File: src/hw/rtl/pbn_pkg.sv
// ----------------------------------------------------------------------------
// Palette blend package
// Command and status types shared by the controller and the datapath of the
// palette blend and nearest color block.
// ----------------------------------------------------------------------------
package pbn_pkg;

	localparam int CH_W  = 8;
	localparam int RGB_W = 3 * CH_W;
	localparam int SQ_W  = 2 * CH_W;
	localparam int DIST_W = SQ_W + 2;

	// Rounding term and full-scale alpha of the blend.
	localparam logic [CH_W-1:0] ALPHA_MAX = 8'hFF;
	localparam logic [CH_W-1:0] BLEND_RND = 8'd127;

	// Palette read port address sources.
	localparam logic [1:0] RD_BG    = 2'd0;
	localparam logic [1:0] RD_FG    = 2'd1;
	localparam logic [1:0] RD_ENTRY = 2'd2;
	localparam logic [1:0] RD_SCAN  = 2'd3;

	// Result sources.
	localparam logic [1:0] RES_WRITE = 2'd0;
	localparam logic [1:0] RES_BG    = 2'd1;
	localparam logic [1:0] RES_FG    = 2'd2;
	localparam logic [1:0] RES_NEAR  = 2'd3;

	typedef logic [RGB_W-1:0] rgb_t;

	typedef struct packed {
		logic       load;
		logic       bg_load;
		logic       mix_load;
		logic       mem_we;
		logic       scan_clr;
		logic       scan_step;
		logic       out_load;
		logic [1:0] rd_sel;
		logic [1:0] res_sel;
	} pbn_cmd_t;

	typedef struct packed {
		logic is_write;
		logic wr_ok;
		logic take_bg;
		logic take_fg;
		logic scan_last;
	} pbn_status_t;

endpackage

File: src/hw/rtl/pbn_dp.sv
// ----------------------------------------------------------------------------
// Palette blend datapath
// Holds the palette memory, the per-channel blend and the pipelined
// distance scan that tracks the nearest entry.
// ----------------------------------------------------------------------------
module pbn_dp #(
	parameter int NUM_COLORS = 16
) (
	input  logic                 clk,
	input  logic                 arst_n,
	input  pbn_pkg::pbn_cmd_t    cmd,
	output pbn_pkg::pbn_status_t status,
	input  logic                 func,
	input  logic [7:0]           background,
	input  logic [7:0]           foreground,
	input  logic [7:0]           alpha,
	input  logic [3:0]           entry_index,
	input  logic [23:0]          entry_rgb,
	output logic [7:0]           color_index,
	output logic                 palette_changed
);
	import pbn_pkg::*;

	localparam int IW = (NUM_COLORS > 1) ? $clog2(NUM_COLORS) : 1;
	localparam logic [8:0] NC = 9'(NUM_COLORS);
	localparam logic [IW-1:0] LAST = IW'(NUM_COLORS - 1);

	// Latched transaction fields.
	logic            func_q;
	logic [7:0]      bg_q;
	logic [7:0]      fg_q;
	logic [7:0]      alpha_q;
	logic [3:0]      eidx_q;
	rgb_t            rgb_q;
	logic            chg_q;

	// Palette memory with one valid bit per entry.
	rgb_t            mem_q [NUM_COLORS];
	logic [NUM_COLORS-1:0] valid_q;
	rgb_t            rd_data_q;
	logic            rd_vld_q;
	rgb_t            rd_rgb;
	logic [IW-1:0]   rd_addr;
	logic [IW-1:0]   wr_addr;
	logic [8:0]      eidx_ext;
	logic            changed;

	// Blend.
	rgb_t            bg_rgb_q;
	logic [7:0]      inv_alpha;
	logic [15:0]     pbg_q [3];
	logic [15:0]     pfg_q [3];
	logic [16:0]     mix_sum [3];
	logic [16:0]     mix_adj [3];
	logic [7:0]      mix_q [3];

	// Distance scan.
	logic [IW-1:0]   scan_cnt_q;
	logic            s1_vld_q;
	logic [IW-1:0]   idx_s1;
	logic [8:0]      diff [3];
	logic [8:0]      diff_neg [3];
	logic [7:0]      diff_abs [3];
	logic [15:0]     sq [3];
	logic            s2_vld_q;
	logic [IW-1:0]   idx_s2;
	logic [15:0]     sq_s2 [3];
	logic [DIST_W-1:0] dist_sum;
	logic [DIST_W-1:0] best_dist_q;
	logic [IW-1:0]   best_idx_q;

	always_ff @(posedge clk) begin
		if (cmd.load) begin
			func_q  <= func;
			bg_q    <= background;
			fg_q    <= foreground;
			alpha_q <= alpha;
			eidx_q  <= entry_index;
			rgb_q   <= entry_rgb;
		end
		if (cmd.load) begin
			chg_q <= 1'b0;
		end else if (cmd.mem_we) begin
			chg_q <= changed;
		end
	end

	assign eidx_ext = {5'd0, eidx_q};
	assign wr_addr  = eidx_ext[IW-1:0];

	always_comb begin
		unique case (cmd.rd_sel)
			RD_BG:    rd_addr = bg_q[IW-1:0];
			RD_FG:    rd_addr = fg_q[IW-1:0];
			RD_ENTRY: rd_addr = wr_addr;
			RD_SCAN:  rd_addr = scan_cnt_q;
		endcase
	end

	always_ff @(posedge clk) begin
		if (cmd.mem_we) begin
			mem_q[wr_addr] <= rgb_q;
		end
		rd_data_q <= mem_q[rd_addr];
		rd_vld_q  <= valid_q[rd_addr];
	end

	always_ff @(posedge clk or negedge arst_n) begin
		if (!arst_n) begin
			valid_q <= '0;
		end else if (cmd.mem_we) begin
			valid_q[wr_addr] <= 1'b1;
		end
	end

	// An entry never written since reset reads as black.
	assign rd_rgb  = rd_vld_q ? rd_data_q : '0;
	assign changed = (rd_rgb != rgb_q);

	// Blend: products are registered, then the rounded divide by 255 is done
	// with a shift-add that is exact over the product range.
	assign inv_alpha = ALPHA_MAX - alpha_q;

	always_ff @(posedge clk) begin
		if (cmd.bg_load) begin
			bg_rgb_q <= rd_rgb;
		end
		if (cmd.mix_load) begin
			for (int c = 0; c < 3; c++) begin
				pbg_q[c] <= 16'(bg_rgb_q[CH_W*c +: CH_W]) * 16'(inv_alpha);
				pfg_q[c] <= 16'(rd_rgb[CH_W*c +: CH_W]) * 16'(alpha_q);
			end
		end
	end

	always_comb begin
		for (int c = 0; c < 3; c++) begin
			mix_sum[c] = 17'(pbg_q[c]) + 17'(pfg_q[c]) + 17'(BLEND_RND);
			mix_adj[c] = mix_sum[c] + 17'(mix_sum[c][16:8]) + 17'd1;
		end
	end

	always_ff @(posedge clk) begin
		for (int c = 0; c < 3; c++) begin
			mix_q[c] <= mix_adj[c][15:8];
		end
	end

	// Scan address counter and pipeline tags.
	always_ff @(posedge clk or negedge arst_n) begin
		if (!arst_n) begin
			scan_cnt_q <= '0;
			s1_vld_q   <= 1'b0;
			s2_vld_q   <= 1'b0;
		end else begin
			if (cmd.scan_clr) begin
				scan_cnt_q <= '0;
			end else if (cmd.scan_step) begin
				scan_cnt_q <= scan_cnt_q + 1'b1;
			end
			s1_vld_q <= cmd.scan_step;
			s2_vld_q <= s1_vld_q;
		end
	end

	always_comb begin
		for (int c = 0; c < 3; c++) begin
			diff[c]     = {1'b0, mix_q[c]} - {1'b0, rd_rgb[CH_W*c +: CH_W]};
			diff_neg[c] = 9'd0 - diff[c];
			diff_abs[c] = diff[c][8] ? diff_neg[c][7:0] : diff[c][7:0];
			sq[c]       = 16'(diff_abs[c]) * 16'(diff_abs[c]);
		end
	end

	assign dist_sum = DIST_W'(sq_s2[0]) + DIST_W'(sq_s2[1]) + DIST_W'(sq_s2[2]);

	always_ff @(posedge clk) begin
		idx_s1 <= scan_cnt_q;
		idx_s2 <= idx_s1;
		for (int c = 0; c < 3; c++) begin
			sq_s2[c] <= sq[c];
		end
		// Strict compare keeps the lowest index among equal distances.
		if (cmd.scan_clr) begin
			best_dist_q <= '1;
		end else if (s2_vld_q && (dist_sum < best_dist_q)) begin
			best_dist_q <= dist_sum;
			best_idx_q  <= idx_s2;
		end
	end

	always_ff @(posedge clk) begin
		if (cmd.out_load) begin
			unique case (cmd.res_sel)
				RES_WRITE: begin
					color_index     <= '0;
					palette_changed <= chg_q;
				end
				RES_BG: begin
					color_index     <= bg_q;
					palette_changed <= 1'b0;
				end
				RES_FG: begin
					color_index     <= fg_q;
					palette_changed <= 1'b0;
				end
				RES_NEAR: begin
					color_index     <= 8'(best_idx_q);
					palette_changed <= 1'b0;
				end
			endcase
		end
	end

	assign status.is_write  = !func_q;
	assign status.wr_ok     = eidx_ext < NC;
	assign status.take_bg   = (alpha_q == '0) || ({1'b0, fg_q} >= NC);
	assign status.take_fg   = (alpha_q == ALPHA_MAX) || ({1'b0, bg_q} >= NC);
	assign status.scan_last = (scan_cnt_q == LAST);

endmodule

File: src/hw/rtl/pbn_ctrl.sv
// ----------------------------------------------------------------------------
// Palette blend controller
// Sequences one transaction at a time through the datapath and owns the
// handshakes on both channels.
// ----------------------------------------------------------------------------
module pbn_ctrl (
	input  logic                 clk,
	input  logic                 arst_n,
	input  logic                 item_valid,
	output logic                 item_stall,
	output logic                 result_valid,
	input  logic                 result_stall,
	output pbn_pkg::pbn_cmd_t    cmd,
	input  pbn_pkg::pbn_status_t status
);
	import pbn_pkg::*;

	localparam logic [3:0] S_IDLE     = 4'd0;
	localparam logic [3:0] S_DISPATCH = 4'd1;
	localparam logic [3:0] S_WRITE    = 4'd2;
	localparam logic [3:0] S_RD_FG    = 4'd3;
	localparam logic [3:0] S_MIX      = 4'd4;
	localparam logic [3:0] S_SCAN     = 4'd5;
	localparam logic [3:0] S_DRAIN1   = 4'd6;
	localparam logic [3:0] S_DRAIN2   = 4'd7;
	localparam logic [3:0] S_RESULT   = 4'd8;

	logic [3:0] state_q;
	logic [3:0] state_d;
	logic [1:0] sel_q;
	logic [1:0] sel_d;
	logic       out_vld_q;

	always_comb begin
		cmd         = '0;
		cmd.rd_sel  = RD_SCAN;
		cmd.res_sel = sel_q;
		state_d     = state_q;
		sel_d       = sel_q;
		unique case (state_q)
			S_IDLE: begin
				if (item_valid) begin
					cmd.load = 1'b1;
					state_d  = S_DISPATCH;
				end
			end
			S_DISPATCH: begin
				priority if (status.is_write) begin
					sel_d = RES_WRITE;
					if (status.wr_ok) begin
						cmd.rd_sel = RD_ENTRY;
						state_d    = S_WRITE;
					end else begin
						state_d = S_RESULT;
					end
				end else if (status.take_bg) begin
					sel_d   = RES_BG;
					state_d = S_RESULT;
				end else if (status.take_fg) begin
					sel_d   = RES_FG;
					state_d = S_RESULT;
				end else begin
					cmd.rd_sel = RD_BG;
					sel_d      = RES_NEAR;
					state_d    = S_RD_FG;
				end
			end
			S_WRITE: begin
				cmd.mem_we = 1'b1;
				state_d    = S_RESULT;
			end
			S_RD_FG: begin
				cmd.bg_load = 1'b1;
				cmd.rd_sel  = RD_FG;
				state_d     = S_MIX;
			end
			S_MIX: begin
				cmd.mix_load = 1'b1;
				cmd.scan_clr = 1'b1;
				state_d      = S_SCAN;
			end
			S_SCAN: begin
				cmd.scan_step = 1'b1;
				if (status.scan_last) begin
					state_d = S_DRAIN1;
				end
			end
			S_DRAIN1: begin
				state_d = S_DRAIN2;
			end
			S_DRAIN2: begin
				state_d = S_RESULT;
			end
			S_RESULT: begin
				if (!out_vld_q || !result_stall) begin
					cmd.out_load = 1'b1;
					state_d      = S_IDLE;
				end
			end
			default: begin
				state_d = S_IDLE;
			end
		endcase
	end

	always_ff @(posedge clk or negedge arst_n) begin
		if (!arst_n) begin
			state_q   <= S_IDLE;
			sel_q     <= RES_WRITE;
			out_vld_q <= 1'b0;
		end else begin
			state_q   <= state_d;
			sel_q     <= sel_d;
			out_vld_q <= cmd.out_load | (out_vld_q & result_stall);
		end
	end

	assign item_stall   = (state_q != S_IDLE);
	assign result_valid = out_vld_q;

endmodule

File: src/hw/rtl/palette_blend_nearest_color.sv
// ----------------------------------------------------------------------------
// Palette blend with nearest color search
// Keeps a small RGB palette, updates entries and maps an alpha blend of two
// entries back to the nearest palette index.
// ----------------------------------------------------------------------------
// The block works on one transaction at a time and holds item_stall high from
// acceptance until the result is placed in the output register, which keeps a
// finished result while the next transaction is taken. The blend query time is
// set by the distance scan, which reads one palette entry per cycle through the
// single read port of the palette memory. The palette is black after reset at
// once; per-entry valid bits stand in for a clearing pass, so there is no
// startup delay.
module palette_blend_nearest_color #(
	parameter int NUM_COLORS = 16
) (
	input  logic        clk,
	input  logic        arst_n,
	input  logic        item_valid,
	output logic        item_stall,
	input  logic        func,
	input  logic [7:0]  background,
	input  logic [7:0]  foreground,
	input  logic [7:0]  alpha,
	input  logic [3:0]  entry_index,
	input  logic [23:0] entry_rgb,
	output logic        result_valid,
	input  logic        result_stall,
	output logic [7:0]  color_index,
	output logic        palette_changed
);
	import pbn_pkg::*;

	// Commands from the controller and status back from the datapath.
	pbn_cmd_t    cmd;
	pbn_status_t status;

	// The controller decides each transaction's path: in-range writes read the old
	// entry, then store the new one, other writes and trivial queries go straight
	// to the result, and blend queries read both entries, mix them and scan.
	pbn_ctrl u_ctrl (
		.clk          (clk),
		.arst_n       (arst_n),
		.item_valid   (item_valid),
		.item_stall   (item_stall),
		.result_valid (result_valid),
		.result_stall (result_stall),
		.cmd          (cmd),
		.status       (status)
	);

	// The datapath holds the palette, the blend arithmetic, the pipelined
	// distance compare and the result payload register.
	pbn_dp #(
		.NUM_COLORS (NUM_COLORS)
	) u_dp (
		.clk             (clk),
		.arst_n          (arst_n),
		.cmd             (cmd),
		.status          (status),
		.func            (func),
		.background      (background),
		.foreground      (foreground),
		.alpha           (alpha),
		.entry_index     (entry_index),
		.entry_rgb       (entry_rgb),
		.color_index     (color_index),
		.palette_changed (palette_changed)
	);

endmodule

File: config.mk
export PLATFORM = sky130hd
export DESIGN_NAME = palette_blend_nearest_color
export DESIGN_NICKNAME = d
export VERILOG_FILES = /design/src/hw/rtl/pbn_pkg.sv /design/src/hw/rtl/pbn_dp.sv /design/src/hw/rtl/pbn_ctrl.sv /design/src/hw/rtl/palette_blend_nearest_color.sv
export SDC_FILE = /design/constraint.sdc
export NUM_CORES = 2
export LEC_CHECK = 0
export BUFFER_PORTS_ARGS = -buffer_cell sky130_fd_sc_hd__clkbuf_2
export CAP_MARGIN = 15
export CELL_PAD_IN_SITES_DETAIL_PLACEMENT = 0
export CELL_PAD_IN_SITES_GLOBAL_PLACEMENT = 2
export CORE_UTILIZATION = 45
export CTS_CLUSTER_DIAMETER = 30
export DETAILED_ROUTE_END_ITERATION = 6
export PLACE_DENSITY = 0.8
export RECOVER_POWER = 50
export SKIP_CTS_REPAIR_TIMING = 1
export SLEW_MARGIN = 0
export SYNTH_ARGS = -nofsm -noshare
export SYNTH_HDL_FRONTEND = slang
export SYNTH_SLANG_ARGS = --single-unit
File: constraint.sdc
create_clock -name clk -period 9.5 [get_ports clk]
set_clock_uncertainty 0.05 [all_clocks]
set_input_delay 1.425 -clock clk [delete_from_list [all_inputs] [get_ports clk]]
set_output_delay 1.425 -clock clk [all_outputs]
set_load 0.005 [all_outputs]
==> results by group <==
Logic synthesis
  – Post-synth EDFFs: 570
  – Sequential area share after synthesis: 0.406
  – Ranking of synthesized cells by area: edfxtp_1 (34%), ha_1 (13%), fa_1 (12%)
  – Ys async rst share: 0.0403
  – Netlist cell types: 83
  – Yosys Warn Count: 0
  – Largest area contributor in the netlist: edfxtp_1
  – Top-area cell type share of the netlist area: 0.343
  – Prevailing post-synth register cell: edfxtp_1
  – Yosys reg bits: 720
  – Synth Area per Inst: 11.6 um2
  – Syn Inst Count: 4308
  – Post-Syn Area: 0.0499 mm2

Hold path
  – Worst Hold Class: reg2reg
  – Hold Crit Start: u_dp.idx_s1[0]
  – Hold path endpoint: u_dp.idx_s2[0]
  – Hold path cells: 0

Finish
  – Area grow syn2layout: 14.9%
  – Commonest non-fill, non-tap cell in the layout: edfxtp_1
  – Final instance area: 0.0573 mm2
  – Final #Nets: 5303
  – Layout cells sized above 1: 0.0935
  – Most frequent cells in the layout: edfxtp_1 (570), inv_1 (566), ha_1 (499)
  – Layout fillers: 9595

Floorplanning
  – Die footprint: 0.112 mm2
  – Site Rows: 121
  – Initial Utilization: 0.456
  – Die Ht: 335 um
  – Core footprint: 0.109 mm2
  – Die width: 335 um
  – Top Ports: 68

STA
  – Worst Tran Pin Value: 3.52 ns
  – Part of the cycle the worst path needs: 0.839
  – RSZ-0062 raised after global routing: no
  – Fin crit period: 7.97 ns
  – F_max: 125 MHz
  – Setup TNS: 0 ns
  – Slew Viols, Final: 326
  – Max transition margin: -1.35
  – Final Hold Viols: 0
  – Setup violations, final: 0

Clocking
  – CTS buffer count: 167
  – # clock sinks: 720
  – Root Driver: clkbuf_16
  – Max Root-Sink Buffers: 3
  – Clock transition at path regs: 0.05 ns
  – Worst skew pair latency: 0.80 ns
  – CTS tree: yes
  – H-tree Lvls: 4

Routing
  – Final WL: 117 mm
  – DR iter-0 viols: 1627
  – TritonRoute pass-1 iters: 5
  – Wire per inst: 19.2 um
  – Met1 WL: 53.4 mm
  – Post-DRT Antenna Nets: 0
  – Via count: 31000
  – Met3 Wirelength: 4.72 mm
  – Detailed-routed wire length on met2: 55.9 mm
  – Number of remaining DRC errors: 0
  – Vias per cell: 5.11
  – Highest Signal Layer: met4

Placement
  – Dpl cell area: 0.0515 mm2
  – PortBufs: 67
  – HPWL after detailed placement: 81.1 mm
  – GPL Wtd Cong: 0.841

Critical path
  – Crit start category: register
  – R2r worst-path depth: 25
  – FF-to-FF setup slack: 1.53 ns
  – CP endpoint kind: register
  – Crit path max fanout: 109
  – RR Endpoint: u_dp.sq_s2[0][47]
  – Reg2reg start: u_dp.rd_vld_q
  – Critical Path AT: 8.62 ns
  – Critical path class: reg2reg
  – CP required: 10.15 ns

Run status
  – Failing checks: max-capacitance violations, max-slew violations
  – Outcome: complete, but fails checks

Global routing
  – Number of global-route vias before repair: 32700
  – Grt ovf: 0
  – Largest net degree at the start of global routing: 110
  – Global-route wire length before repair: 184 mm
  – Antenna violations before repair: 7
  – Gr usage total: 0.215

Run
  – Max-cap viol count: 10
how the worst max path moves through the flow:
stage                             start           endpoint  slack [ns]
after floorplan           u_dp.rd_vld_q  u_dp.sq_s2[0][31]        2.79
after global placement    u_dp.rd_vld_q  u_dp.sq_s2[0][31]        2.02
after detailed placement  u_dp.rd_vld_q  u_dp.sq_s2[0][31]        1.93
after CTS                 u_dp.rd_vld_q  u_dp.sq_s2[0][31]        1.90
after global routing      u_dp.rd_vld_q  u_dp.sq_s2[0][47]        0.97
final                     u_dp.rd_vld_q  u_dp.sq_s2[0][47]        1.53
registers in the layout (all words and copies together) (netlist names), 24 cells and up:
| register | cells |
|---|---|
| u_dp.bg_rgb_q | 24 |
| u_dp.mem_q | 384 |
| u_dp.mix_q | 24 |
| u_dp.pbg_q | 48 |
| u_dp.pfg_q | 48 |
| u_dp.rd_data_q | 24 |
| u_dp.rgb_q | 24 |
| u_dp.sq_s2 | 45 |
kinds of logic after synthesis:
family          Yosys count  synth area share
xor+xnor                248            0.0437
fa+ha+maj               795             0.244
flops                   720             0.406
simple gates           1032             0.106
other cells               1         0.0000752
compound gates          413            0.0571
mux                     400            0.0807
buf+inv                 699            0.0621
cell type report:
type	instances	area, um2	share of cell area
antenna	1	2.50	0.0000437
tap	1476	1850	0.0322
inverter	568	2130	0.0373
multi-input combinational	2890	26600	0.465
clock buffer	196	4410	0.0770
timing repair buffer	104	569	0.00994
clock inverter	119	1430	0.0249
sequential	720	20300	0.354
worst max-delay path: stages, from the launching register on:
cell and delay (ns):
dfxtp_4 0.94, clkbuf_1 0.57, and2_0 0.67, inv_1 0.12, ha_1 0.34, o21ai_0 0.09, a21oi_1 0.08, o21a_1 0.22
or3_1 0.33, xnor2_1 0.52, inv_1 0.24, nand2_1 0.18, inv_1 0.07, fa_1 0.47, fa_1 0.49, inv_1 0.05
fa_1 0.47, inv_1 0.05, fa_1 0.43, ha_1 0.32, a21oi_1 0.22, nor2b_1 0.09, o2111ai_1 0.18, nand2_1 0.10
o41ai_1 0.32, xnor2_1 0.16
per-layer routing:
layer	global-route usage	vias to the layer above
li1	-	15100
met2	0.362	544
met4	0.0666	0
met5	0	-
met3	0.0376	160
met1	0.281	15200
cell usage after synthesis (all sizes together) (43+ instances only):
master / count
edfxtp: 570
inv: 568
ha: 499
mux2i: 395
fa: 296
nor2: 234
nand2: 199
xnor2: 187
nor2b: 145
dfxtp: 121
and3: 115
nand2b: 112
a21oi: 89
clkbuf: 84
o21ai: 80
nor3: 62
xor2: 61
nand3: 48
buf: 47
a21o: 43
metrics by stage:
| stage | cells | setup slack, ns | utilization | hold WS (ns) |
|---|---|---|---|---|
| after CTS | 6073 | 1.90 | 0.525 | 0.272 |
| after floorplan | 4309 | 2.79 | - | 0.260 |
| after detailed placement | 5758 | 1.93 | 0.471 | 0.262 |
| after global routing | 6073 | 0.971 | 0.524 | 0.279 |
| final | 6074 | 1.53 | 0.524 | 0.268 |
| after global placement | 5757 | 2.02 | 0.471 | 0.261 |
Power is left out: the tool's default activity adds up to more than one toggle a clock period on the data nets, which glitch-free logic cannot reach.
